==> src/rtl/sobel_edge_threshold_core_assert.svh <==
// Assertion macros shared by the Sobel edge threshold RTL.
// Needs nothing else; included by the modules that check their own logic.
`ifndef SOBEL_EDGE_THRESHOLD_CORE_ASSERT_SVH
`define SOBEL_EDGE_THRESHOLD_CORE_ASSERT_SVH

// Same-cycle implication, disabled during reset.
`define SOBTH_ASSERT_IMP(name, clk, rst, ante, cons) \
  name: assert property (@(posedge clk) disable iff (rst) (ante) |-> (cons)) \
    else $error("sobel_edge_threshold: implication check failed");

// Next-cycle implication, disabled during reset.
`define SOBTH_ASSERT_NXT(name, clk, rst, ante, cons) \
  name: assert property (@(posedge clk) disable iff (rst) (ante) |=> (cons)) \
    else $error("sobel_edge_threshold: next-cycle check failed");

`endif

==> src/rtl/sobth_pkg.sv <==
// Shared types and constants of the Sobel edge threshold core.
// No dependencies; imported by every module of the block but sobth_ram.
`default_nettype none

package sobth_pkg;

  // Configuration port
  localparam int CFG_ADDR_W = 4;
  localparam int CFG_DATA_W = 32;
  localparam int CFG_SIZE_W = 11;
  localparam int CFG_THR_W  = 9;
  localparam int THR_SQ_W   = 2 * CFG_THR_W;

  localparam int RST_IMAGE_WIDTH    = 640;
  localparam int RST_IMAGE_HEIGHT   = 480;
  localparam int RST_EDGE_THRESHOLD = 128;
  localparam int RST_THR_SQ         = RST_EDGE_THRESHOLD * RST_EDGE_THRESHOLD;

  typedef enum logic [1:0] {
    REG_IMAGE_WIDTH    = 2'd0,
    REG_IMAGE_HEIGHT   = 2'd1,
    REG_EDGE_THRESHOLD = 2'd2
  } reg_index_t;

  // Frame geometry
  localparam int DEF_MAX_WIDTH  = 1024;
  localparam int DEF_MAX_HEIGHT = 1024;
  localparam int MIN_SIZE       = 3;
  localparam int OUT_POS_W      = 10;
  localparam int PIXEL_W        = 24;

  // Job queue between front and back
  localparam int QUEUE_DEPTH = 4;
  localparam int QPTR_W      = $clog2(QUEUE_DEPTH);
  localparam int QCNT_W      = $clog2(QUEUE_DEPTH + 1);

  // Divide by three: floor(x * 683 / 2048) is exact for x <= 765
  localparam int AVG_SUM_W   = 10;
  localparam int DIV3_MUL    = 683;
  localparam int DIV3_SHIFT  = 11;
  localparam int DIV_PROD_W  = 20;
  localparam int GRAD_W      = 8;
  localparam int SQ_W        = 2 * GRAD_W;
  localparam int MAG_W       = SQ_W + 1;

  typedef struct packed {
    logic [7:0] red;
    logic [7:0] green;
    logic [7:0] blue;
  } in_item_t;

  typedef struct packed {
    logic [OUT_POS_W-1:0] out_row;
    logic [OUT_POS_W-1:0] out_col;
    logic                 edge_res;
    logic                 frame_done;
  } out_item_t;

  // Which results one pixel triggers, in emission order: inner, row end, bottom.
  typedef struct packed {
    logic [OUT_POS_W-1:0] row;
    logic [OUT_POS_W-1:0] col;
    logic                 has_inner;
    logic                 inner_full;
    logic                 has_row_end;
    logic                 has_bottom;
    logic                 frame_end;
  } job_meta_t;

  typedef struct packed {
    in_item_t [2:0][2:0] win;
    job_meta_t           meta;
  } job_t;

  typedef struct packed {
    logic              empty;
    logic [QCNT_W-1:0] count;
  } q_status_t;

endpackage

`default_nettype wire

==> src/rtl/sobth_queue.sv <==
// Short job queue between front and back; register-based storage.
// Depends on sobth_pkg and the assertion macro header.
`default_nettype none
`include "sobel_edge_threshold_core_assert.svh"

module sobth_queue (
  input  logic                 clk,
  input  logic                 rst,
  input  logic                 push,
  input  sobth_pkg::job_t      job,
  input  logic                 pop,
  output sobth_pkg::job_t      head,
  output sobth_pkg::q_status_t status
);
  import sobth_pkg::*;

  job_t              slots [QUEUE_DEPTH];
  logic [QPTR_W-1:0] wr_ptr, rd_ptr;
  logic [QCNT_W-1:0] count;
  logic              full;

  assign full          = (count == QCNT_W'(QUEUE_DEPTH));
  assign status.empty  = (count == '0);
  assign status.count  = count;
  assign head          = slots[rd_ptr];

  always_ff @(posedge clk) begin
    if (rst) begin
      wr_ptr <= '0;
      rd_ptr <= '0;
      count  <= '0;
    end else begin
      if (push) begin
        wr_ptr <= (wr_ptr == QPTR_W'(QUEUE_DEPTH - 1)) ? '0 : wr_ptr + QPTR_W'(1);
      end
      if (pop) begin
        rd_ptr <= (rd_ptr == QPTR_W'(QUEUE_DEPTH - 1)) ? '0 : rd_ptr + QPTR_W'(1);
      end
      if (push && !pop) begin
        count <= count + QCNT_W'(1);
      end else if (pop && !push) begin
        count <= count - QCNT_W'(1);
      end
    end
  end

  always_ff @(posedge clk) begin
    if (push) begin
      slots[wr_ptr] <= job;
    end
  end

  `SOBTH_ASSERT_IMP(a_no_overflow, clk, rst, push, !full)
  `SOBTH_ASSERT_IMP(a_no_underflow, clk, rst, pop, !status.empty)

endmodule

`default_nettype wire

==> config.mk <==
export PLATFORM = sky130hd
export DESIGN_NAME = sobth_queue
export DESIGN_NICKNAME = d
export VERILOG_FILES = /design/src/rtl/sobth_pkg.sv /design/src/rtl/sobth_queue.sv
export VERILOG_INCLUDE_DIRS = /design/src /design/src/rtl
export SDC_FILE = /design/constraint.sdc
export NUM_CORES = 1
export LEC_CHECK = 0
export ABC_AREA = 1
export BUFFER_PORTS_ARGS = -buffer_cell sky130_fd_sc_hd__buf_2
export CAP_MARGIN = 10
export CORE_UTILIZATION = 45
export DETAILED_ROUTE_END_ITERATION = 16
export GPL_TIMING_DRIVEN = 0
export PLACE_DENSITY = 0.67
export SYNTH_ARGS = -nofsm -noshare
export SYNTH_HDL_FRONTEND = slang
export SYNTH_SLANG_ARGS = --single-unit
==> constraint.sdc <==
create_clock -name clk -period 5.46 [get_ports clk]
set_clock_uncertainty 0.05 [all_clocks]
set_input_delay 0.546 -clock clk [delete_from_list [all_inputs] [get_ports clk]]
set_output_delay 0.546 -clock clk [all_outputs]
set_load 0.01 [all_outputs]
==> run summary <==
The number of clock sinks came out at 973. Dividing the detail-routed via count by the number of cells gives 5.54. In this run, placement finished with an instance count of 3959. The share of the Yosys chip area taken by registers is 80.9%. The endpoint arrival time on the critical path is 2.76 ns. The end-of-flow core utilization came out at 54.9%.

The residual DRC count came out at 0. The level count of the clock H-tree is 3. The DRC violation total after the first TritonRoute iteration is 2092. The data required time of the critical path came out at 4.86 ns. edfxtp_1 takes more of the synthesized area than any other cell. The via count of the routed design came out at 23040. Setup violations remaining at the end of the flow were counted as 0.

The largest net degree at the start of global routing came out at 36. At the end of routability-driven placement, the weighted congestion stood at 0.807. The leakage power total came out at 15.2 nW.

The warning count from the yosys run is 0. Setup repair after global routing left no endpoint under its margin. The number of register bits inferred by synthesis came out at 973. The clock latency on the worst-skew pair is 0.64 ns. The cell depth of the worst flop-to-flop path is 7. The remaining max-slew budget at the tightest pin is 47.5%. The final instance area is 0.0435 mm^2.

A synthesized cell averages 15.1 um^2. The endpoint type of the worst setup path is a primary output. The leftover overflow at the end of global routing came out at 0. The worst-path maximum fanout is 11. The reg-to-reg critical path endpoint is slots[2][192]$_DFFE_PP_.

The die boundary width is 285 um. Along the worst hold path, the cell count comes to 1. By area the synthesized netlist is led by edfxtp_1, o21ai_0, nor2_1, o22ai_1, buf_2. The routed wire length is 96600 um. The length of the first detailed-routing pass in iterations came out at 5. In this run the standard cell core region covers 0.0791 mm^2. Fill cells in the final layout number 6343. The flow ran to the end, and the final reports show no timing, DRC or antenna violations. The most instantiated library cell after synthesis is edfxtp_1. The worst slack at placement came out at 2.72 ns. In this run, post-CTS repair resized a total of 0 instances.

The antenna violation net count after detailed routing came out at 0. The worst setup path is launched from a flop. The number of pins with negative max-slew slack in the final report is 0. The max-capacitance violation count came out at 0. In this run the most critical hold path is launched from job[235]. The die height came out at 285 um. The proportion of netlist area held by the largest area contributor is 80.4%. The multi-input combinational cell area is 0.00595 mm^2.

The worst path needs 3.36 ns of the cycle, external delays included. Counting flops with a built-in enable in the synthesized netlist gives 964. The highest ir drop seen on vdd is 0.317 mV.

The final critical path takes up 61.5% of the cycle. The floorplan has 103 rows. The number of buffers inserted during clock tree synthesis is 97. The kind of critical path is reg2out. The number of ports placed on the die boundary is 490. The maximum operating frequency came out at 298 MHz. By count the netlist is led by edfxtp_1, nor2_1, o21ai_0, o22ai_1, buf_2. Summing all placed instances gives a cell area of 0.0404 mm^2. The setup TNS after final layout is 0 ns. The cell count after synthesis came out at 2389. Clock tree synthesis selected as its root buffer the cell clkbuf_16. The number of antenna violations at the first check in global routing is 30.

The proportion of layout cells with a drive suffix above 1 is 25.1%. The combined flip-flop and latch cell area is 0.0291 mm^2. The least setup slack across all paths after layout came out at 2.10 ns. TritonCTS built the clock tree.

The number of hold-slack violations in the final timing report is 0. The min-delay analysis places its worst path in the category in2reg. The number of buffers inserted by hold repair at cts is 0. The power per cell area is 383 mW/mm^2. The pin slew with the least headroom to its limit came out at 0.786 ns.

The synthesized cell area came out at 0.0360 mm^2. Clock-pin slew was measured on the worst setup and hold paths at 0.06 ns. The average detailed-routed wire length per instance is 23.3 um. The maximum count of clock buffers along a single path came out at 3. The signed area change from the synthesized netlist to the final layout is 20.7%. The wire-length estimate of the detail-placed layout is 62400 um.

The slack of the worst reg-to-reg path is 2.77 ns. The startpoint of the most critical register-to-register path is wr_ptr[0]$_SDFFE_PP0P_. The area of the die came out at 0.0811 mm^2. The number of nets in the final layout came out at 3260.

The number of nets in the synthesized netlist is 2641. The number of different library cells in the post-synthesis netlist came out at 23. The first-pass GRT wire length is 142000 um. Once the clock tree was built, the setup fixing pass inserted 0 buffers. The async set or reset register ratio after synthesis is 0%. The most used flip-flop cell after synthesis is edfxtp_1.

The count of buffers added on input and output ports is 489. The total track usage came out at 23.2%. The via count of the first global-routing pass is 23178. The initial core utilization is 45.5%. The worst hold path terminates at slots[0][235]$_DFFE_PP_. The final instance count without filler cells came out at 4156.
[stage by stage]
step,hold slack [ns],power [W]
2_1_floorplan,0.440,0.00965
3_3_place_gp,0.451,0.0105
3_5_place_dp,0.502,0.0105
4_1_cts,0.0142,0.0167
5_1_grt,0.0326,0.0172
6_report,0.0563,0.0166
[logic make-up after synthesis]
| group | synth area share [%] |
|---|---|
| AND/OR/NAND/NOR | 5.27 |
| XOR/XNOR | 0.0243 |
| flip-flops | 80.9 |
| buffers and inverters | 2.56 |
| adder cells (fa/ha/maj) | 0.264 |
| AO/OA/AOI/OAI | 11.0 |
[placed cells by master, fill, tap and decap left out]
cell | Yosys | routed
buf_12 | 0 | 31
clkbuf_1 | 52 | 68
clkinv_2 | 0 | 23
inv_1 | 14 | 10
buf_2 | 59 | 548
clkbuf_16 | 0 | 99
clkinv_4 | 0 | 4
edfxtp_1 | 964 | 964
clkinv_8 | 0 | 2
diode_2 | 0 | 20
nand4_1 | 1 | 1
nand3_1 | 1 | 1
buf_8 | 1 | 1
inv_16 | 0 | 2
dfxtp_1 | 9 | 9
inv_2 | 1 | 1
o22ai_1 | 241 | 241
inv_4 | 1 | 1
nand2_1 | 8 | 8
buf_4 | 16 | 16
ha_1 | 6 | 6
bufinv_16 | 0 | 4
o21ai_1 | 2 | 2
buf_6 | 12 | 12
clkbuf_2 | 20 | 20
o21ai_0 | 483 | 483
clkinv_1 | 0 | 21
nor3_1 | 3 | 3
xor2_1 | 1 | 1
nor2_1 | 490 | 490
clkinvlp_4 | 0 | 10
fa_1 | 1 | 1
a21oi_1 | 3 | 3
[power by group]
part | internal (W) | switching [W] | leakage, nW
combinational | 0.000569 | 0.00120 | 4.77
clock | 0.00352 | 0.00273 | 1.47
sequential | 0.00855 | 0.0000694 | 8.93
[worst max-delay path, cell delays in order (launching register included)]
cell,delay [ns]
dfxtp_1,0.29
buf_4,0.18
inv_2,0.20
buf_2,0.41
buf_2,0.34
o21ai_0,0.16
o22ai_1,0.28
buf_2,0.24
[worst max-delay path by stage]
| stage | end | depth (start not counted) |
|---|---|---|
| finish | head[218] | 7 |
| global route | head[218] | 7 |
| CTS | head[218] | 7 |
| detailed placement | slots[2][168]$_DFFE_PP_ | 6 |
| global placement | slots[3][139]$_DFFE_PP_ | 3 |
| floorplan | slots[0][0]$_DFFE_PP_ | 4 |
[cell type report]
class | instances | share of cell area, %
diodes | 20 | 0.115
plain buffers | 160 | 1.98
clock buffers | 115 | 5.84
clock inverters | 62 | 1.07
inverters | 16 | 0.179
multi-input cells | 1240 | 13.7
flip-flops and latches | 973 | 67.0
well taps | 1050 | 3.02
repair buffers | 520 | 7.06
[per-layer routing]
metal / vias up / global-route usage (%) / share of wire, %
met1: 11459 / 28.8 / 38
met4: 30 / 9.35 / 3.6
met5: - / 0 / 0.19
met3: 211 / 5.78 / 8.8
met2: 970 / 39.0 / 50
li1: 10370 / - / -
[flip-flops by register name (all words and copies together) (netlist names), named ones only]
signal / cells
rd_ptr: 2
slots: 964
count: 3
wr_ptr: 2
Note: power is estimated with default switching activity, not from simulation.
