==> src/rtl/sobel_edge_threshold_core_assert.svh <==
// Assertion macros shared by the Sobel edge threshold RTL.
// Needs nothing else; included by the modules that check their own logic.
`ifndef SOBEL_EDGE_THRESHOLD_CORE_ASSERT_SVH
`define SOBEL_EDGE_THRESHOLD_CORE_ASSERT_SVH

// Same-cycle implication, disabled during reset.
`define SOBTH_ASSERT_IMP(name, clk, rst, ante, cons) \
  name: assert property (@(posedge clk) disable iff (rst) (ante) |-> (cons)) \
    else $error("sobel_edge_threshold: implication check failed");

// Next-cycle implication, disabled during reset.
`define SOBTH_ASSERT_NXT(name, clk, rst, ante, cons) \
  name: assert property (@(posedge clk) disable iff (rst) (ante) |=> (cons)) \
    else $error("sobel_edge_threshold: next-cycle check failed");

`endif

==> src/rtl/sobth_pkg.sv <==
// Shared types and constants of the Sobel edge threshold core.
// No dependencies; imported by every module of the block but sobth_ram.
`default_nettype none

package sobth_pkg;

  // Configuration port
  localparam int CFG_ADDR_W = 4;
  localparam int CFG_DATA_W = 32;
  localparam int CFG_SIZE_W = 11;
  localparam int CFG_THR_W  = 9;
  localparam int THR_SQ_W   = 2 * CFG_THR_W;

  localparam int RST_IMAGE_WIDTH    = 640;
  localparam int RST_IMAGE_HEIGHT   = 480;
  localparam int RST_EDGE_THRESHOLD = 128;
  localparam int RST_THR_SQ         = RST_EDGE_THRESHOLD * RST_EDGE_THRESHOLD;

  typedef enum logic [1:0] {
    REG_IMAGE_WIDTH    = 2'd0,
    REG_IMAGE_HEIGHT   = 2'd1,
    REG_EDGE_THRESHOLD = 2'd2
  } reg_index_t;

  // Frame geometry
  localparam int DEF_MAX_WIDTH  = 1024;
  localparam int DEF_MAX_HEIGHT = 1024;
  localparam int MIN_SIZE       = 3;
  localparam int OUT_POS_W      = 10;
  localparam int PIXEL_W        = 24;

  // Job queue between front and back
  localparam int QUEUE_DEPTH = 4;
  localparam int QPTR_W      = $clog2(QUEUE_DEPTH);
  localparam int QCNT_W      = $clog2(QUEUE_DEPTH + 1);

  // Divide by three: floor(x * 683 / 2048) is exact for x <= 765
  localparam int AVG_SUM_W   = 10;
  localparam int DIV3_MUL    = 683;
  localparam int DIV3_SHIFT  = 11;
  localparam int DIV_PROD_W  = 20;
  localparam int GRAD_W      = 8;
  localparam int SQ_W        = 2 * GRAD_W;
  localparam int MAG_W       = SQ_W + 1;

  typedef struct packed {
    logic [7:0] red;
    logic [7:0] green;
    logic [7:0] blue;
  } in_item_t;

  typedef struct packed {
    logic [OUT_POS_W-1:0] out_row;
    logic [OUT_POS_W-1:0] out_col;
    logic                 edge_res;
    logic                 frame_done;
  } out_item_t;

  // Which results one pixel triggers, in emission order: inner, row end, bottom.
  typedef struct packed {
    logic [OUT_POS_W-1:0] row;
    logic [OUT_POS_W-1:0] col;
    logic                 has_inner;
    logic                 inner_full;
    logic                 has_row_end;
    logic                 has_bottom;
    logic                 frame_end;
  } job_meta_t;

  typedef struct packed {
    in_item_t [2:0][2:0] win;
    job_meta_t           meta;
  } job_t;

  typedef struct packed {
    logic              empty;
    logic [QCNT_W-1:0] count;
  } q_status_t;

endpackage

`default_nettype wire

==> src/rtl/sobth_back.sv <==
// Back end: expands each job into results and runs the gradient pipeline.
// Depends on sobth_pkg and the assertion macro header.
`default_nettype none
`include "sobel_edge_threshold_core_assert.svh"

module sobth_back (
  input  logic                               clk,
  input  logic                               rst,
  input  sobth_pkg::job_t                    head,
  input  sobth_pkg::q_status_t               q_status,
  output logic                               pop,
  input  logic [sobth_pkg::THR_SQ_W-1:0]     thr_sq,
  output logic                               res_valid,
  input  logic                               res_stall,
  output sobth_pkg::out_item_t               res
);
  import sobth_pkg::*;

  localparam int KSUM_W = 11;
  typedef logic [KSUM_W-1:0] ksum_t;

  typedef struct packed {
    logic [OUT_POS_W-1:0] row;
    logic [OUT_POS_W-1:0] col;
    logic                 frame_done;
  } pos_t;

  function automatic logic [7:0] chan(in_item_t p, logic [1:0] k);
    logic [7:0] c;
    unique case (k)
      2'd0:    c = p.red;
      2'd1:    c = p.green;
      default: c = p.blue;
    endcase
    return c;
  endfunction

  function automatic ksum_t ext1(logic [7:0] c);
    return {3'b000, c};
  endfunction

  function automatic ksum_t ext2(logic [7:0] c);
    return {2'b00, c, 1'b0};
  endfunction

  function automatic logic [7:0] clamp8(ksum_t s);
    logic [7:0] c;
    if (s[KSUM_W-1]) begin
      c = 8'd0;
    end else if (s[KSUM_W-2:8] != '0) begin
      c = 8'd255;
    end else begin
      c = s[7:0];
    end
    return c;
  endfunction

  logic [2:0] flags, remaining, pick, done_mask;
  logic       adv, issue, full_sel;
  in_item_t   own;
  pos_t       pos_sel;
  ksum_t      hs_next [3];
  ksum_t      vs_next [3];

  logic       b1_valid, b2_valid, b3_valid;
  ksum_t      b1_hs [3];
  ksum_t      b1_vs [3];
  pos_t       b1_pos, b2_pos, b3_pos;
  logic [GRAD_W-1:0]     b2_h, b2_v;
  logic [SQ_W-1:0]       b3_hsq, b3_vsq;
  logic [AVG_SUM_W-1:0]  h_total, v_total;
  logic [DIV_PROD_W-1:0] h_prod, v_prod;
  logic [MAG_W-1:0]      mag;

  // Walk the results of the head job, lowest flag first.
  assign flags     = {head.meta.has_bottom, head.meta.has_row_end, head.meta.has_inner};
  assign remaining = flags & ~done_mask;
  assign pick      = remaining & (~remaining + 3'd1);
  assign adv       = !res_valid || !res_stall;
  assign issue     = adv && !q_status.empty;
  assign pop       = issue && ((remaining & ~pick) == 3'b000);

  always_comb begin
    own      = head.win[2][2];
    full_sel = 1'b0;
    pos_sel.row        = head.meta.row;
    pos_sel.col        = head.meta.col;
    pos_sel.frame_done = head.meta.frame_end;
    priority if (pick[0]) begin
      own                = head.win[1][1];
      full_sel           = head.meta.inner_full;
      pos_sel.row        = head.meta.row - OUT_POS_W'(1);
      pos_sel.col        = head.meta.col - OUT_POS_W'(1);
      pos_sel.frame_done = 1'b0;
    end else if (pick[1]) begin
      own                = head.win[1][2];
      pos_sel.row        = head.meta.row - OUT_POS_W'(1);
      pos_sel.frame_done = 1'b0;
    end else begin
      own = head.win[2][2];
    end
  end

  // Kernel sums per channel; a border pixel passes its own channels through.
  always_comb begin
    for (int k = 0; k < 3; k++) begin
      if (full_sel) begin
        hs_next[k] = ext1(chan(head.win[2][0], 2'(k))) + ext2(chan(head.win[2][1], 2'(k)))
                   + ext1(chan(head.win[2][2], 2'(k))) - ext1(chan(head.win[0][0], 2'(k)))
                   - ext2(chan(head.win[0][1], 2'(k))) - ext1(chan(head.win[0][2], 2'(k)));
        vs_next[k] = ext1(chan(head.win[0][0], 2'(k))) + ext2(chan(head.win[1][0], 2'(k)))
                   + ext1(chan(head.win[2][0], 2'(k))) - ext1(chan(head.win[0][2], 2'(k)))
                   - ext2(chan(head.win[1][2], 2'(k))) - ext1(chan(head.win[2][2], 2'(k)));
      end else begin
        hs_next[k] = ext1(chan(own, 2'(k)));
        vs_next[k] = ext1(chan(own, 2'(k)));
      end
    end
  end

  // Clamp, sum and divide by three.
  always_comb begin
    h_total = AVG_SUM_W'(clamp8(b1_hs[0])) + AVG_SUM_W'(clamp8(b1_hs[1]))
            + AVG_SUM_W'(clamp8(b1_hs[2]));
    v_total = AVG_SUM_W'(clamp8(b1_vs[0])) + AVG_SUM_W'(clamp8(b1_vs[1]))
            + AVG_SUM_W'(clamp8(b1_vs[2]));
    h_prod  = DIV_PROD_W'(h_total) * DIV_PROD_W'(DIV3_MUL);
    v_prod  = DIV_PROD_W'(v_total) * DIV_PROD_W'(DIV3_MUL);
  end

  assign mag = MAG_W'(b3_hsq) + MAG_W'(b3_vsq);

  always_ff @(posedge clk) begin
    if (rst) begin
      done_mask <= '0;
      b1_valid  <= 1'b0;
      b2_valid  <= 1'b0;
      b3_valid  <= 1'b0;
      res_valid <= 1'b0;
    end else begin
      if (issue) begin
        done_mask <= pop ? 3'b000 : (done_mask | pick);
      end
      if (adv) begin
        b1_valid  <= issue;
        b2_valid  <= b1_valid;
        b3_valid  <= b2_valid;
        res_valid <= b3_valid;
      end
    end
  end

  always_ff @(posedge clk) begin
    if (adv) begin
      b1_hs  <= hs_next;
      b1_vs  <= vs_next;
      b1_pos <= pos_sel;
      b2_h   <= h_prod[DIV3_SHIFT +: GRAD_W];
      b2_v   <= v_prod[DIV3_SHIFT +: GRAD_W];
      b2_pos <= b1_pos;
      b3_hsq <= {8'd0, b2_h} * {8'd0, b2_v & 8'd0 | b2_h};
      b3_vsq <= {8'd0, b2_v} * {8'd0, b2_v};
      b3_pos <= b2_pos;
      res.out_row    <= b3_pos.row;
      res.out_col    <= b3_pos.col;
      res.frame_done <= b3_pos.frame_done;
      res.edge_res   <= (THR_SQ_W'(mag) > thr_sq);
    end
  end

  `SOBTH_ASSERT_IMP(a_job_not_overrun, clk, rst, !q_status.empty,
                    ((done_mask & flags) != flags))

endmodule

`default_nettype wire

==> config.mk <==
export PLATFORM = sky130hd
export DESIGN_NAME = sobth_back
export DESIGN_NICKNAME = d
export VERILOG_FILES = /design/src/rtl/sobth_pkg.sv /design/src/rtl/sobth_back.sv
export VERILOG_INCLUDE_DIRS = /design/src /design/src/rtl
export SDC_FILE = /design/constraint.sdc
export NUM_CORES = 1
export LEC_CHECK = 0
export BUFFER_PORTS_ARGS = -buffer_cell sky130_fd_sc_hd__buf_2
export CORE_ASPECT_RATIO = 1.1
export CORE_MARGIN = 2
export CORE_UTILIZATION = 55
export DETAILED_ROUTE_END_ITERATION = 8
export PLACE_DENSITY = 0.78
export SKIP_CTS_REPAIR_TIMING = 1
export SLEW_MARGIN = 25
export SYNTH_ARGS = -nofsm -noshare
export SYNTH_HDL_FRONTEND = slang
export SYNTH_SLANG_ARGS = --single-unit
==> constraint.sdc <==
create_clock -name clk -period 6.2 [get_ports clk]
set_clock_uncertainty 0.1 [all_clocks]
set_input_delay 0.31 -clock clk [delete_from_list [all_inputs] [get_ports clk]]
set_output_delay 0.31 -clock clk [all_outputs]
set_load 0.02 [all_outputs]
==> flow_metrics.py, run 1 <==
metrics = {
    "outcome": {
        "outcome": "finished with violations",
        "violations": "setup timing",
    },
    "place": {
        "place.gp.congestion": 0.966,
        "numPortBuffers": 286,
        "dpl.hpwl_um": 44300,
    },
    "cts": {
        "insertion_delay_ns": 0.53,
        "clockBufferDepth": 3,
        "cts_tree": "built",
        "clk_pin_slew_ns": 0.06,
        "clockRootBuffer": "clkbuf_16",
        "h-tree-depth": 1,
        "cts_buffers": 24,
        "numClockSinks": 204,
    },
    "floorplanning": {
        "die_area_um2": 43100,
        "die_height_um": 218,
        "num_rows": 78,
        "boundaryPins": 290,
        "fp.coreArea_um2": 41100,
        "start_util": 0.555,
        "die_x_um": 198,
    },
    "setup_path": {
        "crit_path_max_fanout": 4,
        "critPathMaxStageDelay_ns": 0.57,
        "required_ns": 6.38,
        "critical_path_class": "flop to flop",
        "end_kind": "flop",
        "worst_path_max_delay_cell": "fa_2",
        "critical_path.startpoint": "b1_vs[21]",
        "reg2reg_from": "b1_vs[21]",
        "cp-start-kind": "flop",
        "crit_arrival_ns": 6.63,
    },
    "global_routing": {
        "grt_max_degree": 200,
        "grt_pass1_vias": 18166,
        "grt_first_pass_wirelength_um": 86500,
        "grt_usage": 0.253,
        "antenna_found_initial": 8,
        "overflow": 0,
    },
    "yosys": {
        "synth-edff-count": 197,
        "synth.cell_area_um2": 22800,
        "ys_async_sr_fraction": 0,
        "synth-main-ff-cell": "edfxtp_1",
        "syn-num-nets": 3011,
        "yosysUniqueCellTypes": 59,
        "yosysWarnings": 0,
        "seq_area_frac_synth": 0.266,
        "syn_inst": 2164,
        "synth_seq_cells": 204,
        "synth_area_per_cell_um2": 10.5,
    },
    "hold_path": {
        "min_path_type": "input port to flop",
        "min_from": "head[4]",
    },
    "final_layout": {
        "drive_gt1_frac": 0.212,
        "area_delta_synth_final_pct": 18.8,
        "post-route-util": 0.659,
        "layout.nets": 3401,
    },
    "route": {
        "drc": 0,
        "routed_via_density": 5.32,
        "detail-route-antenna-nets": 0,
        "wl_met2_um": 28700,
        "wire_per_inst_um": 17.1,
        "firstDrtPassIters": 7,
        "highest_layer": "met5",
        "route.met3.wl_um": 2800,
        "met1_length_um": 20000,
        "first_iter_violations": 717,
        "vias": 16715,
        "finalWirelength_um": 53800,
    },
    "job": {
        "drv_cap": 0,
    },
    "sta": {
        "period_minus_slack_ns": 6.46,
        "worstMarginPinSlew_ns": 0.986,
        "fin_crit_sh": 1.04,
        "setup_violations": 12,
        "finalSetupTns_ns": -1.51,
        "setup_ws_ns": -0.258,
        "final_hold_viol_count": 0,
        "max_freq_ghz": 0.155,
        "rsz0062_at_grt": "yes",
        "finalMaxSlewViolations": 0,
        "maxSlewHeadroom": 0.339,
    },
}
critical path, delay by kind of cell, from the launching register on:
kind                     cells  cell delay [ns]
AO/OA/AOI/OAI                6             0.79
buffers and inverters        8             0.77
flip-flops                   1             0.43
AND/OR/NAND/NOR              6             0.77
XOR/XNOR                     3             0.42
adder cells (fa/ha/maj)      8             2.92
synthesized netlist by cell type, types with 35 or more instances:
library cell    n  area [um^2]
inv_1         432         1620
fa_1          292         5850
ha_1          289         3620
edfxtp_1      197         5920
a21oi_1       125          626
nand2_1       111          417
xnor2_1       107          937
nor2_1        104          390
o21ai_0        59          295
o21bai_1       48          360
nor3_1         37          185
nor2b_1        35          219
final timing paths:
path / endpoint / slack, ns / cells past startpoint
worst min register to register: b3_pos[9] / 0.32 / 0
worst max register to register: b2_v[2] / -0.26 / 31
worst max-delay path: b2_v[2] / -0.26 / 31
worst min-delay path: done_mask[0] / 0.002 / 3
cells in the final DEF, fill, tap and decap left out, drive strengths merged, types with 7 or more instances in the layout:
cell type / count
a2111oi: 8
ha: 289
or2: 15
clkbuf: 25
clkinv: 13
and3: 20
nand2b: 17
nor2b: 35
dfxtp: 7
buf: 392
nand3: 10
nand2: 111
o21bai: 48
edfxtp: 197
o21ai: 64
o211ai: 8
inv: 435
fa: 292
diode: 7
xor2: 28
nor4: 10
xnor2: 110
or3: 12
nor3: 37
a21oi: 129
and2: 30
a211oi: 17
a21o: 30
a31oi: 10
nor2: 104
o21a: 9
area by class of cell:
| class | instances | area, um^2 |
|---|---|---|
| Multi-Input combinational cell | 1494 | 15500 |
| Inverter | 432 | 1620 |
| Clock buffer | 25 | 626 |
| Sequential cell | 204 | 6060 |
| Clock inverter | 19 | 188 |
| Antenna cell | 7 | 17.5 |
| Timing Repair Buffer | 398 | 2350 |
| Fill cell | 3179 | 14000 |
| Tap cell | 560 | 701 |
metrics by stage:
stage	area, um^2	cells	worst slack, ns	hold WS, ns
after detailed placement	25500	3059	-0.535	0.305
after global routing	27100	3135	-0.546	0.0188
after global placement	25500	3059	-0.339	0.300
after floorplan	23000	2164	-0.416	0.279
after CTS	26400	3103	-0.551	-0.0712
final	27100	3139	-0.258	0.00230
logic make-up after synthesis:
group | synth area share
flops | 0.266
compound gates | 0.0976
buf+inv | 0.0767
xor+xnor | 0.0540
mux | 0.00187
fa+ha+maj | 0.415
simple gates | 0.0893
routing by layer:
layer  track usage  up-vias
met1         0.281     8129
met5             0        -
met4        0.0910        6
met3        0.0396      140
li1              -     7933
met2         0.485      507
sequential cells by signal, indices dropped and copies added, names as in the netlist:
register	cells
b1_hs	33
b1_pos	21
b1_valid	1
b1_vs	33
b2_h	8
b2_pos	21
b2_v	8
b2_valid	1
b3_hsq	15
b3_pos	21
b3_valid	1
b3_vsq	15
done_mask	3
res	22
res_valid	1
Power of run 1 is not shown: default switching activity piles up to over one toggle a cycle in this logic, so the estimate is an artifact.
==> run 2, diff against run 1 <==
--- a/config.mk
+++ b/config.mk
@@ -9,11 +9,12 @@
 export BUFFER_PORTS_ARGS = -buffer_cell sky130_fd_sc_hd__buf_2
 export CORE_ASPECT_RATIO = 1.1
 export CORE_MARGIN = 2
-export CORE_UTILIZATION = 55
+export CORE_UTILIZATION = 35
 export DETAILED_ROUTE_END_ITERATION = 8
-export PLACE_DENSITY = 0.78
+export PLACE_DENSITY = 0.54
 export SKIP_CTS_REPAIR_TIMING = 1
 export SLEW_MARGIN = 25
 export SYNTH_ARGS = -nofsm -noshare
 export SYNTH_HDL_FRONTEND = slang
 export SYNTH_SLANG_ARGS = --single-unit
+export TNS_END_PERCENT = 5
==> flow_metrics.py, run 2 (same netlist as run 1, synthesis figures left out) <==
metrics = {
    "outcome": {
        "outcome": "finished with violations",
        "violations": "setup timing",
    },
    "floorplanning": {
        "die_x_um": 247,
        "num_rows": 98,
        "fp.coreArea_um2": 64700,
        "die_area_um2": 67200,
        "die_height_um": 272,
        "boundaryPins": 290,
        "start_util": 0.352,
    },
    "final_layout": {
        "drive_gt1_frac": 0.196,
        "area_delta_synth_final_pct": 18.8,
        "final_common_cell": "inv_1",
        "post-route-util": 0.418,
        "layout_common_cells": "inv_1 (430), fa_1 (289), buf_2 (286)",
        "finalNonFillerCells": 3412,
        "largestRegisters": "b1_hs: 33 flops, b1_vs: 33 flops, res: 22 flops",
        "layout.nets": 3391,
    },
    "global_routing": {
        "grt_usage": 0.160,
        "grt_first_pass_wirelength_um": 86400,
        "overflow": 0,
        "met2_usage": 0.313,
        "antenna_found_initial": 5,
        "use_met1": 0.181,
        "grt_pass1_vias": 17484,
        "grt_util_met3": 0.0202,
        "globalRoute.busiestLayer": "met2",
        "grt_max_degree": 136,
    },
    "setup_path": {
        "critical_path_class": "flop to flop",
        "end_kind": "flop",
        "rrSetupSlack_ns": -0.30,
        "crit_arrival_ns": 6.70,
        "cp-start-kind": "flop",
        "reg2reg_from": "b1_vs[30]",
        "crit_path_max_fanout": 4,
        "r2r_end": "b2_v[4]",
        "critPathMaxStageDelay_ns": 0.56,
        "ff2ff_path_depth": 29,
        "required_ns": 6.39,
        "critPathCapture": "b2_v[4]",
        "worst_path_max_delay_cell": "fa_2",
        "critical_path.startpoint": "b1_vs[30]",
    },
    "place": {
        "dpl.hpwl_um": 46200,
        "numPortBuffers": 286,
        "place.gp.congestion": 0.926,
        "placed_cells": 3356,
    },
    "route": {
        "firstDrtPassIters": 5,
        "finalWirelength_um": 53600,
        "wire_per_inst_um": 15.7,
        "drc": 0,
        "first_iter_violations": 598,
        "routed_via_density": 4.68,
        "vias": 15963,
        "detail-route-antenna-nets": 0,
    },
    "sta": {
        "setup_violations": 12,
        "finalMaxSlewViolations": 0,
        "setup_ws_ns": -0.303,
        "maxSlewHeadroom": 0.418,
        "period_minus_slack_ns": 6.50,
        "worstMarginPinSlew_ns": 0.873,
        "final_hold_viol_count": 0,
        "rsz0062_at_grt": "yes",
        "fin_crit_sh": 1.05,
        "whs_ns": 0.00755,
        "max_freq_ghz": 0.154,
    },
    "cts": {
        "h-tree-depth": 1,
        "numClockSinks": 204,
        "clk_pin_slew_ns": 0.06,
        "cts_tree": "built",
        "insertion_delay_ns": 0.54,
        "clockBufferDepth": 3,
        "cts_buffers": 24,
        "clockRootBuffer": "clkbuf_16",
    },
    "hold_path": {
        "min_path_type": "input port to flop",
        "whs_path_depth": 3,
    },
    "job": {
        "drv_cap": 0,
    },
}
[run 2: changes by cell type in the layout (fill, tap and decap cells not counted), moves of 4 or more]
cell,before,now
buf_6,7,0
clkinv_2,8,4
diode_2,7,2
ha_1,273,279
ha_4,13,8
inv_1,425,430
inv_2,6,2
nor2_1,94,102
nor2_2,8,1
o21bai_2,3,8
[run 2: how the worst min path moves through the flow]
stage	from	end	slack, ns
2_1_floorplan	rst	b2_valid	0.28
3_3_place_gp	b1_pos[5]	b2_pos[5]	0.30
3_5_place_dp	b1_pos[20]	b2_pos[20]	0.30
4_1_cts	rst	b2_valid	-0.07
5_1_grt	head[4]	done_mask[0]	0.002
6_report	head[4]	done_mask[0]	0.008
[run 2: per-layer routing]
metal	part of all wire	vias up
met2	0.54	281
li1	-	7908
met1	0.40	7690
met3	0.034	78
met4	0.028	6
met5	0.00069	-
[run 2: worst max-delay path, delay by kind of cell, from the launching register on]
kind	cells	cell delay [ns]
XOR/XNOR	2	0.30
buffers and inverters	4	0.31
adder cells (fa/ha/maj)	9	3.05
flip-flops	1	0.38
AND/OR/NAND/NOR	8	1.17
AO/OA/AOI/OAI	6	0.95
[run 2: layout make-up]
class / instances / area, um^2
Fill cell: 6319 / 37700
Multi-Input combinational cell: 1494 / 15300
Sequential cell: 204 / 6060
Timing Repair Buffer: 388 / 2230
Inverter: 432 / 1620
Tap cell: 850 / 1060
Clock buffer: 26 / 629
Clock inverter: 16 / 171
Antenna cell: 2 / 5.00
[run 2: metrics by stage]
| step | worst slack [ns] | instance area, um^2 | TNS (ns) |
|---|---|---|---|
| after floorplan | -0.418 | 22900 | -3.39 |
| after global placement | -0.364 | 25900 | -3.32 |
| after detailed placement | -0.507 | 25900 | -5.46 |
| after CTS | -0.476 | 26700 | -5.01 |
| after global routing | -0.584 | 27100 | -5.88 |
| final | -0.303 | 27100 | -1.68 |
Power of run 2 is left out for the same reason.
==> run 3, diff against run 2 <==
--- a/config.mk
+++ b/config.mk
@@ -6,12 +6,13 @@
 export SDC_FILE = /design/constraint.sdc
 export NUM_CORES = 1
 export LEC_CHECK = 0
+export ABC_AREA = 1
 export BUFFER_PORTS_ARGS = -buffer_cell sky130_fd_sc_hd__buf_2
 export CORE_ASPECT_RATIO = 1.1
 export CORE_MARGIN = 2
 export CORE_UTILIZATION = 35
 export DETAILED_ROUTE_END_ITERATION = 8
-export PLACE_DENSITY = 0.54
+export PLACE_DENSITY = 0.53
 export SKIP_CTS_REPAIR_TIMING = 1
 export SLEW_MARGIN = 25
 export SYNTH_ARGS = -nofsm -noshare
==> flow_metrics.py, run 3 <==
metrics = {
    "sta": {
        "period_minus_slack_ns": 5.90,
        "whs_ns": 0.0111,
        "final_hold_viol_count": 0,
        "max_freq_ghz": 0.169,
        "finalMaxSlewViolations": 0,
        "rsz0062_at_grt": "yes",
        "worstMarginPinSlew_ns": 0.898,
        "setup_violations": 0,
        "maxSlewHeadroom": 0.402,
        "fin_crit_sh": 0.952,
    },
    "yosys": {
        "yosysMostFrequentCell": "inv_1",
        "ys_async_sr_fraction": 0,
        "syn-num-nets": 3576,
        "seq_area_frac_synth": 0.250,
        "synth_area_per_cell_um2": 8.86,
        "synth_seq_cells": 204,
        "synth-edff-count": 197,
        "ys_top_cells_by_count": "inv_1 (614), nand2_1 (545), fa_1 (292)",
        "synth-main-ff-cell": "edfxtp_1",
        "synthTopCellsByArea": "edfxtp_1 (24%), fa_1 (24%), ha_1 (15%)",
        "yosysUniqueCellTypes": 50,
        "synth.cell_area_um2": 24200,
        "yosysWarnings": 0,
        "syn_inst": 2729,
        "synth_area_leader_cell": "edfxtp_1",
        "yosysTopAreaCellShare": 0.245,
    },
    "route": {
        "detail-route-antenna-nets": 0,
        "wire_per_inst_um": 13.9,
        "vias": 18157,
        "first_iter_violations": 850,
        "drc": 0,
        "finalWirelength_um": 56100,
        "routed_via_density": 4.49,
        "firstDrtPassIters": 5,
    },
    "hold_path": {
        "holdPathEnd": "b1_pos[7]",
        "min_path_type": "input port to flop",
        "min_from": "head[11]",
        "whs_path_depth": 2,
    },
    "setup_path": {
        "required_ns": 6.39,
        "r2r_end": "b2_h[7]",
        "end_kind": "flop",
        "ff2ff_path_depth": 26,
        "crit_arrival_ns": 6.09,
        "cp-start-kind": "flop",
        "critical_path_class": "flop to flop",
        "reg2reg_from": "b1_hs[10]",
        "rrSetupSlack_ns": 0.30,
        "crit_path_max_fanout": 7,
    },
    "final_layout": {
        "final_common_cell": "inv_1",
        "drive_gt1_frac": 0.158,
        "regArea_um2": 6060,
        "nFillCells": 7044,
        "area_delta_synth_final_pct": 18.1,
        "post-route-util": 0.415,
        "layout.nets": 3943,
        "layout_common_cells": "inv_1 (606), nand2_1 (532), fa_1 (291)",
        "multi_input_area_um2": 16100,
        "largestRegisters": "b1_hs: 33 flops, b1_vs: 33 flops, res: 22 flops",
    },
    "global_routing": {
        "grt_usage": 0.160,
        "overflow": 0,
        "antenna_found_initial": 2,
        "grt_first_pass_wirelength_um": 91200,
        "grt_max_degree": 80,
        "grt_pass1_vias": 18673,
    },
    "outcome": {
        "outcome": "completed",
    },
    "place": {
        "place.gp.congestion": 0.862,
        "numPortBuffers": 286,
        "dpl.hpwl_um": 48200,
    },
    "cts": {
        "cts_buffers": 25,
        "cts_tree": "built",
        "clockRootBuffer": "clkbuf_16",
        "numClockSinks": 204,
        "insertion_delay_ns": 0.55,
        "h-tree-depth": 1,
        "clk_pin_slew_ns": 0.06,
        "clockBufferDepth": 3,
    },
    "floorplanning": {
        "die_height_um": 280,
        "fp.coreArea_um2": 68700,
        "start_util": 0.352,
        "die_x_um": 255,
        "num_rows": 101,
        "boundaryPins": 290,
        "die_area_um2": 71200,
    },
    "job": {
        "drv_cap": 0,
    },
}
==> run 3: final cells by class <==
class / instances / share of cell area
clock buffer: 27 / 0.0222
inverter: 619 / 0.0814
multi-input combinational: 1877 / 0.562
clock inverter: 19 / 0.00740
sequential: 204 / 0.212
timing repair buffer: 369 / 0.0737
tap: 927 / 0.0406
antenna: 2 / 0.000175
==> run 3: per-stage QoR <==
step	cell area, um^2	setup TNS, ns	std cells	setup WS [ns]
floorplan	24200	0	2729	0.292
global placement	27200	0	3980	0.0239
detailed placement	27200	0	3980	0.0147
CTS	28000	0	4026	0.00265
global route	28600	-0.125	4044	-0.0720
finish	28600	0	4044	0.300
==> run 3: worst max-delay path by stage <==
stage	cells past startpoint	start	slack, ns	endpoint
CTS	31	b1_hs[9]	0.003	b2_h[4]
finish	26	b1_hs[10]	0.30	b2_h[7]
detailed placement	25	b1_hs[9]	0.01	b2_h[4]
global placement	31	b1_hs[9]	0.02	b2_h[4]
floorplan	30	b1_hs[9]	0.29	b2_h[4]
global route	31	b1_vs[8]	-0.07	b2_v[7]
==> run 3: routing by layer <==
layer | GRT usage | part of all wire
met4 | 0.0495 | 0.034
met2 | 0.295 | 0.51
met3 | 0.0173 | 0.032
met1 | 0.193 | 0.42
met5 | 0 | 0
==> run 3: critical path, stage by stage (launching register included) <==
cell	delay [ns]
edfxtp_1	0.40
inv_2	0.12
o21ai_0	0.09
buf_4	0.14
fa_1	0.59
inv_1	0.06
ha_1	0.29
nand3_1	0.07
nand2_1	0.10
xor2_1	0.22
inv_1	0.15
ha_1	0.36
inv_1	0.07
fa_1	0.48
fa_1	0.54
inv_1	0.05
fa_1	0.47
ha_1	0.34
ha_4	0.30
nand2_1	0.07
nor2_1	0.13
and3_1	0.16
nand2_1	0.06
nand2_2	0.09
nand2_1	0.07
nand3_1	0.07
nand2_1	0.05
==> run 3: kinds of logic (layout without fill, tap and decap cells) <==
| kind of cell | Yosys count | after routing | synth area share |
|---|---|---|---|
| compound gates | 311 | 311 | 0.0711 |
| other cells | 0 | 2 | 0 |
| fa+ha+maj | 581 | 581 | 0.391 |
| flops | 204 | 204 | 0.250 |
| xor+xnor | 86 | 86 | 0.0324 |
| buf+inv | 648 | 1034 | 0.101 |
| simple gates | 899 | 899 | 0.154 |
Power of run 3 is left out for the same reason.
